### config.mk
export PLATFORM = sky130hd
export DESIGN_NAME = calendar_epoch_converter_top
export DESIGN_NICKNAME = d
export VERILOG_FILES = /design/src/rtl/core/cec_pkg.sv /design/src/rtl/core/cec_seq.sv /design/src/rtl/core/calendar_epoch_converter_top.sv
export SDC_FILE = /design/constraint.sdc
export NUM_CORES = 2
export LEC_CHECK = 0
export ABC_CLOCK_PERIOD_IN_PS = 13900
export BUFFER_PORTS_ARGS = -buffer_cell sky130_fd_sc_hd__buf_2
export CAP_MARGIN = 20
export CORE_MARGIN = 4
export CORE_UTILIZATION = 60
export DETAILED_ROUTE_END_ITERATION = 6
export GPL_TIMING_DRIVEN = 0
export PLACE_DENSITY = 0.85
export SLEW_MARGIN = 5
export SYNTH_ARGS = -nofsm -noshare
export SYNTH_HDL_FRONTEND = slang
export SYNTH_SLANG_ARGS = --single-unit
### constraint.sdc
create_clock -name clk -period 13.9 [get_ports clk]
set_clock_uncertainty 0.1 [all_clocks]
set_input_delay 4.17 -clock clk [delete_from_list [all_inputs] [get_ports clk]]
set_output_delay 4.17 -clock clk [all_outputs]
set_load 0.02 [all_outputs]
### src/rtl/core/cec_pkg.sv
// ----------------------------------------------------------------------------
// Calendar epoch converter package
// Shared opcodes, year bounds and calendar helpers.
// ----------------------------------------------------------------------------
`default_nettype none
package cec_pkg;
  localparam logic OP_TO_SECONDS = 1'b0;
  localparam logic OP_TO_DATE    = 1'b1;

  localparam logic [13:0] EPOCH_YEAR = 14'd2000;
  localparam logic [13:0] LAST_YEAR  = 14'd9999;

  // Leap test by repeated-subtraction-free form: year < 16384.
  function automatic logic is_leap(input logic [13:0] y);
    logic [13:0] q100;
    logic [6:0]  r100;
    q100 = 14'((32'(y) * 32'd10486) >> 20);
    r100 = 7'(y - 14'(q100 * 14'd100));
    if (y[1:0] != 2'b00) return 1'b0;
    if (r100 != 7'd0)    return 1'b1;
    return (q100[1:0] == 2'b00);
  endfunction

  function automatic logic [4:0] month_days(input logic [13:0] y, input logic [3:0] m);
    logic [4:0] d;
    case (m)
      4'd2:                     d = is_leap(y) ? 5'd29 : 5'd28;
      4'd4, 4'd6, 4'd9, 4'd11:  d = 5'd30;
      default:                  d = 5'd31;
    endcase
    return d;
  endfunction
endpackage
`default_nettype wire

### src/rtl/core/cec_seq.sv
// ----------------------------------------------------------------------------
// Calendar epoch converter sequencer
// Walks months, and years for seconds to date, one step a cycle through one
// shared adder/compare.
// ----------------------------------------------------------------------------
`default_nettype none
module cec_seq (
  input  wire logic        clk,
  input  wire logic        rst_n,
  input  wire logic        start,
  input  wire logic        opcode,
  input  wire logic [13:0] given_year,
  input  wire logic [3:0]  given_month,
  input  wire logic [4:0]  given_day,
  input  wire logic [4:0]  given_hour,
  input  wire logic [5:0]  given_minute,
  input  wire logic [5:0]  given_second,
  input  wire logic [31:0] given_seconds,
  output logic             done,
  output logic [31:0]      seconds_total,
  output logic [13:0]      year,
  output logic [3:0]       month,
  output logic [4:0]       day,
  output logic [4:0]       hour,
  output logic [5:0]       minute,
  output logic [5:0]       second,
  output logic [2:0]       weekday,
  output logic             wrapped
);
  import cec_pkg::*;

  typedef enum logic [6:0] {
    S_IDLE = 7'b0000001, S_SPLIT = 7'b0000010, S_YEAR = 7'b0000100,
    S_MON  = 7'b0001000, S_SEC  = 7'b0010000, S_WDAY = 7'b0100000,
    S_DONE = 7'b1000000
  } state_t;

  state_t      state_r, state_nxt;
  logic        op_r;
  logic [13:0] yr_r, ytgt_r;
  logic [3:0]  mo_r, mtgt_r;
  logic [4:0]  dy_r, hr_r;
  logic [5:0]  mi_r, se_r;
  logic [31:0] acc_r;     // day count
  logic [31:0] secs_r;
  logic [47:0] full_r;
  logic [2:0]  wd_r;
  logic [16:0] rem_r;

  // shared step quantity: length of current year or month
  logic [8:0]  step_len;
  logic        step_ge;
  always_comb begin
    if (state_r == S_YEAR) step_len = is_leap(yr_r) ? 9'd366 : 9'd365;
    else                   step_len = {4'd0, month_days(yr_r, mo_r)};
    step_ge = (acc_r >= {23'd0, step_len});
  end

  // days from the epoch to 1 January of the target year, closed form
  logic [13:0] yprev, yq100;
  logic [31:0] ydays;
  always_comb begin
    yprev = ytgt_r - 14'd1;
    yq100 = 14'((32'(yprev) * 32'd10486) >> 20);
    ydays = 32'(ytgt_r - EPOCH_YEAR) * 32'd365 + 32'(yprev[13:2]) - 32'(yq100)
          + 32'(yq100[13:2]) - 32'd484;
  end

  // (days + 6) mod 7 by reciprocal; day counts stay below 2^22
  logic [21:0] wd_sum, wd_q;
  logic [2:0]  wd_calc;
  always_comb begin
    wd_sum  = 22'(acc_r) + 22'd6;
    wd_q    = 22'((48'(wd_sum) * 48'd9586981) >> 26);
    wd_calc = 3'(wd_sum - 22'(wd_q * 22'd7));
  end

  // time of day: hour from the day remainder, then minute from what is left
  logic [16:0] hr_q;
  logic [5:0]  mi_q;
  always_comb begin
    hr_q = 17'((48'(rem_r) * 48'd298262) >> 30);
    mi_q = 6'((32'(rem_r) * 32'd17477) >> 20);
  end

  logic [13:0] cy;
  logic [3:0]  cm;
  logic [4:0]  cmax, cd;
  always_comb begin
    cy = given_year < EPOCH_YEAR ? EPOCH_YEAR :
         (given_year > LAST_YEAR ? LAST_YEAR : given_year);
    cm = given_month == 4'd0 ? 4'd1 : (given_month > 4'd12 ? 4'd12 : given_month);
    cmax = month_days(cy, cm);
    cd = given_day == 5'd0 ? 5'd1 : (given_day > cmax ? cmax : given_day);
  end

  always_comb begin
    state_nxt = state_r;
    case (state_r)
      S_IDLE:  if (start) state_nxt = op_r ? S_SPLIT : S_YEAR;
      S_SPLIT: state_nxt = S_YEAR;
      S_YEAR:  if (!op_r || !step_ge) state_nxt = S_MON;
      S_MON:   if (op_r ? (!step_ge || mo_r == 4'd12) : (mo_r == mtgt_r))
                 state_nxt = op_r ? S_WDAY : S_SEC;
      S_SEC:   state_nxt = S_WDAY;
      S_WDAY:  state_nxt = S_DONE;
      S_DONE:  state_nxt = S_IDLE;
      default: state_nxt = S_IDLE;
    endcase
  end

  always_ff @(posedge clk) begin
    if (!rst_n) state_r <= S_IDLE;
    else if (state_r == S_IDLE && start) state_r <= opcode ? S_SPLIT : S_YEAR;
    else if (state_r != S_IDLE) state_r <= state_nxt;
  end

  always_ff @(posedge clk) begin
    case (state_r)
      S_IDLE: if (start) begin
        op_r <= opcode;
        secs_r <= given_seconds;
        yr_r <= EPOCH_YEAR; mo_r <= 4'd1;
        ytgt_r <= cy; mtgt_r <= cm; dy_r <= cd;
        hr_r <= given_hour > 5'd23 ? 5'd23 : given_hour;
        mi_r <= given_minute > 6'd59 ? 6'd59 : given_minute;
        se_r <= given_second > 6'd59 ? 6'd59 : given_second;
        // opcode 1: days = s / 86400 by reciprocal, exact over 32 bits
        acc_r <= opcode ? 32'((64'(given_seconds) * 64'd3257812231) >> 48) : 32'd0;
      end
      S_SPLIT: begin
        rem_r <= 17'(secs_r - 32'(acc_r * 32'd86400));
        wd_r <= wd_calc;
      end
      S_YEAR: begin
        if (op_r) begin
          if (step_ge) begin acc_r <= acc_r - {23'd0, step_len}; yr_r <= yr_r + 14'd1; end
        end else begin
          acc_r <= ydays; yr_r <= ytgt_r;
        end
      end
      S_MON: begin
        if (op_r) begin
          if (step_ge && mo_r != 4'd12) begin
            acc_r <= acc_r - {23'd0, step_len}; mo_r <= mo_r + 4'd1;
          end else dy_r <= 5'(acc_r) + 5'd1;
        end else if (mo_r != mtgt_r) begin
          acc_r <= acc_r + {23'd0, step_len}; mo_r <= mo_r + 4'd1;
        end
      end
      S_SEC: begin
        full_r <= 48'(acc_r + 32'(dy_r) - 32'd1) * 48'd86400 + 48'(hr_r) * 48'd3600
                + 48'(mi_r) * 48'd60 + 48'(se_r);
        // days since epoch for weekday: epoch was Saturday
        acc_r <= acc_r + 32'(dy_r) - 32'd1;
      end
      S_WDAY: begin
        if (op_r) begin
          hr_r <= 5'(hr_q);
          rem_r <= rem_r - hr_q * 17'd3600;
        end else wd_r <= wd_calc;
      end
      S_DONE: begin
        if (op_r) begin
          mi_r <= mi_q;
          se_r <= 6'(rem_r - 17'(mi_q) * 17'd60);
        end
      end
      default: ;
    endcase
  end

  assign done = (state_r == S_DONE);
  assign seconds_total = op_r ? secs_r : full_r[31:0];
  assign wrapped = op_r ? 1'b0 : (full_r[47:32] != 16'd0);
  assign year = yr_r; assign month = mo_r; assign day = dy_r;
  assign hour = hr_r; assign minute = mi_r; assign second = se_r;
  assign weekday = wd_r;
endmodule
`default_nettype wire

### src/rtl/core/calendar_epoch_converter_top.sv
// ----------------------------------------------------------------------------
// Calendar epoch converter
// Date/time to seconds since 2000-01-01 and back.
// ----------------------------------------------------------------------------
// Usage: present a transaction on in_* with in_valid; in_ready is high only
// while the sequencer is idle and the output register is empty. Opcode 0
// clamps the date, finds the days up to its year in one step, walks the
// months through one adder, and gives seconds, weekday and a wrap flag.
// Opcode 1 splits the count into days and time of day, then walks years and
// months down through the same adder.
// On opcode 1 the year walk stops at 2136 at the latest. One item at a time:
// the next is taken at the earliest the cycle after the result transaction.
// The result waits in out_* with out_valid until out_ready; no new item is
// taken while it waits. Synchronous reset empties the block.
// ----------------------------------------------------------------------------
`default_nettype none
module calendar_epoch_converter_top (
  input  wire logic        clk,
  input  wire logic        rst_n,
  input  wire logic        in_valid,
  output logic             in_ready,
  input  wire logic        in_opcode,
  input  wire logic [13:0] in_given_year,
  input  wire logic [3:0]  in_given_month,
  input  wire logic [4:0]  in_given_day,
  input  wire logic [4:0]  in_given_hour,
  input  wire logic [5:0]  in_given_minute,
  input  wire logic [5:0]  in_given_second,
  input  wire logic [31:0] in_given_seconds,
  output logic             out_valid,
  input  wire logic        out_ready,
  output logic [31:0]      out_seconds_total,
  output logic [13:0]      out_year,
  output logic [3:0]       out_month,
  output logic [4:0]       out_day,
  output logic [4:0]       out_hour,
  output logic [5:0]       out_minute,
  output logic [5:0]       out_second,
  output logic [2:0]       out_weekday,
  output logic             out_wrapped
);
  import cec_pkg::*;

  logic busy_r, done, start;
  assign in_ready = !busy_r && !out_valid;
  assign start = in_valid && in_ready;

  cec_seq u_seq (
    .clk, .rst_n, .start, .opcode(in_opcode),
    .given_year(in_given_year), .given_month(in_given_month),
    .given_day(in_given_day), .given_hour(in_given_hour),
    .given_minute(in_given_minute), .given_second(in_given_second),
    .given_seconds(in_given_seconds), .done,
    .seconds_total(out_seconds_total), .year(out_year), .month(out_month),
    .day(out_day), .hour(out_hour), .minute(out_minute), .second(out_second),
    .weekday(out_weekday), .wrapped(out_wrapped)
  );

  always_ff @(posedge clk) begin
    if (!rst_n) begin
      busy_r <= 1'b0; out_valid <= 1'b0;
    end else begin
      if (start) busy_r <= 1'b1;
      else if (done) busy_r <= 1'b0;
      if (done) out_valid <= 1'b1;
      else if (out_ready) out_valid <= 1'b0;
    end
  end

  a_no_accept_busy: assert property (@(posedge clk) disable iff (!rst_n)
    busy_r |-> !in_ready) else $error("accept while busy");
  a_done_busy: assert property (@(posedge clk) disable iff (!rst_n)
    done |-> busy_r) else $error("done without item");
  a_range: assert property (@(posedge clk) disable iff (!rst_n)
    out_valid |-> (out_month >= 4'd1 && out_month <= 4'd12 && out_weekday <= 3'd6))
    else $error("result out of range");
endmodule
`default_nettype wire

==> results.ini <==
[setup_path]
max_stage_delay_ns = 0.75
end_kind = flop
path_class = in2reg
start_kind = input port
cp_num_buf_inv = 5
cp_top_family = adder cells
cp.arrival_ns = 13.52
path_max_fanout = 9
cpMaxStageDelayCell = nor2_1
cp.required_ns = 14.09

[hold_path]
hold_path_class = reg2reg

[finish]
syn2layout_area_growth_pct = 5.43
final_cell_mix = 1819 x inv_1, 1509 x ha_1, 851 x fa_1
nFillCells = 8130
drive_gt1_share_pct = 4.83
layout_commonest_cell = inv_1
nets = 9362
utilization_pct = 63.9
regArea_um2 = 5920
multi_input_area_um2 = 50800

[floorplanning]
fp.dieW_um = 334
die_h_um = 334
ioPinCount = 155
start_util_pct = 60.6
core_um2 = 105000
rows = 119
die-area_um2 = 112000

[placement]
portBuffers = 154
place_hpwl_um = 142000
dpl_worst_slack_ns = -0.283
routabilityCongestion = 1.02

[sta]
setup_slack_ns = 0.568
tightest_slew_ns = 1.18
final-max-slew-violation-count = 0
setup_viol = 0
fmax_ghz = 0.0750
finalCriticalPeriod_ns = 13.33
whs_ns = 0.370
max_slew_margin_pct = 20.9
finalCritPeriodShare_pct = 95.9
hold_violations = 0

[status]
outcome = finished with violations
violations = DRC

[yosys]
synth_area_um2 = 63900
synth_edf_count = 191
ys_warn_count = 0
synth_flop_cell = edfxtp_1
synthCells = 6730
avgSynthCellArea_um2 = 9.49
async_reset_ff_share_pct = 0
synth-seq-cells = 200
seq_area_frac_synth_pct = 9.26
synth_cell_types = 107
synth_fp_nets = 9167

[clock_network]
cts_sinks = 200
cts.path.max_buffers = 2
clock-root-buffer = clkbuf_16
path_clk_slew_ns = 0.09
clk_latency_ns = 0.54
cts_buffers = 17
cts_tree = done
htree_levels = 4

[route]
vias = 48265
drt_iter0_drc = 3241
ant_nets = 0
remaining_drc_errors = 7
postRouteWirelength_um = 166000
drtPass1Iterations = 7
vias_per_cell = 5.79
wl_per_cell_um = 20.0

[global_route]
grt_max_degree = 55
grt_pass1_wl_um = 266000
grt_pass1_vias = 51293
grt.total_usage_pct = 30.2
gr-total-overflow = 0
antenna_found_initial = 3

[job]
maxCapViolCount = 0

## layout make-up
type,count,area share [%]
Sequential cell,200,8.79
Timing Repair Buffer,176,1.48
Buffer,84,0.511
Multi-Input combinational cell,4616,75.5
Clock buffer,17,0.632
Tap cell,1391,2.59
Antenna cell,2,0.00743
Clock inverter,15,0.314
Inverter,1830,10.2
## per-layer routing
| layer | global-route usage, % | share of wire [%] |
|---|---|---|
| met5 | 0 | 0.013 |
| met4 | 14.3 | 5.1 |
| met3 | 5.54 | 7.9 |
| met2 | 50.7 | 47 |
| met1 | 37.9 | 40 |
## timing repair
item | in CTS | in global routing
buffers inserted | 2 | 12
pin swaps | 0 | 2
setup endpoints to repair | 12 | 22
hold buffers | 0 | 0
gates resized for setup | 2 | 16
## registers in the layout, indices dropped and copies added, names as in the netlist
signal         cells
u_seq.year        14
u_seq.ytgt_r      14
u_seq.full_r      48
busy_r             1
u_seq.weekday      3
u_seq.mtgt_r       4
u_seq.second       6
u_seq.hour         5
u_seq.state_r      7
out_valid          1
u_seq.minute       6
u_seq.acc_r       32
u_seq.month        4
u_seq.day          5
u_seq.op_r         1
u_seq.secs_r      32
u_seq.rem_r       17
## worst paths after layout
check                   startpoint              end  slack, ns  cells past startpoint
hold reg to reg    u_seq.second[0]  u_seq.full_r[0]       0.37                      0
hold / removal     u_seq.second[0]  u_seq.full_r[0]       0.37                      0
setup reg to reg   u_seq.ytgt_r[0]  u_seq.acc_r[26]       0.58                     48
setup / recovery  in_given_year[5]     u_seq.day[0]       0.57                     42
## worst register-to-register path: cells and delay by family, from the launching register on
family	cells	cell delay, ns
AO/OA/AOI/OAI	19	3.89
AND/OR/NAND/NOR	8	2.07
flip-flops	1	0.53
XOR/XNOR	2	0.49
adder cells (fa/ha/maj)	13	5.35
buffers and inverters	6	0.60
## per-stage QoR
stage                     TNS [ns]  area, um2  cells
after floorplan                  0      63900   6730
after global placement      -19.72      66400   8275
after detailed placement     -1.48      66500   8281
after CTS                        0      67200   8315
after global routing       -0.0771      67300   8329
final                            0      67300   8331
## cells in the mapped netlist (17+ instances only)
library cell / instances / area [um2]
inv_1: 1826 / 6850
ha_1: 1509 / 18900
fa_1: 851 / 17000
xnor2_1: 347 / 3040
a21oi_1: 236 / 1180
nor2_1: 218 / 818
nand2_1: 213 / 800
edfxtp_1: 191 / 5740
o21ai_0: 177 / 886
a21o_1: 105 / 788
xor2_1: 92 / 806
nand3_1: 73 / 365
clkbuf_1: 69 / 259
nor3_1: 58 / 290
nor2b_1: 50 / 313
o21bai_1: 45 / 338
and3_1: 40 / 250
o21a_1: 39 / 293
mux2_2: 38 / 428
nand4_1: 38 / 238
nand2b_1: 33 / 206
and2_1: 32 / 200
a211oi_1: 27 / 203
o211ai_1: 21 / 158
o221ai_1: 20 / 175
nor4_1: 18 / 113
a21boi_0: 17 / 128
or2_2: 17 / 106
or3_1: 17 / 106
## kinds of logic (layout without fill, tap and decap cells)
family                   after synthesis  count (layout)  share of synthesized area [%]
adder cells (fa/ha/maj)             2360            2360                           56.2
buffers and inverters               1914            2122                           11.3
AND/OR/NAND/NOR                      897             897                           7.26
AO/OA/AOI/OAI                        866             866                           9.00
XOR/XNOR                             439             439                           6.02
flip-flops                           200             200                           9.26
multiplexers                          54              54                          0.921
other                                  0               2                              0
Power is not shown: default switching activity piles up to over one toggle a cycle in this logic, so the estimate is an artifact.
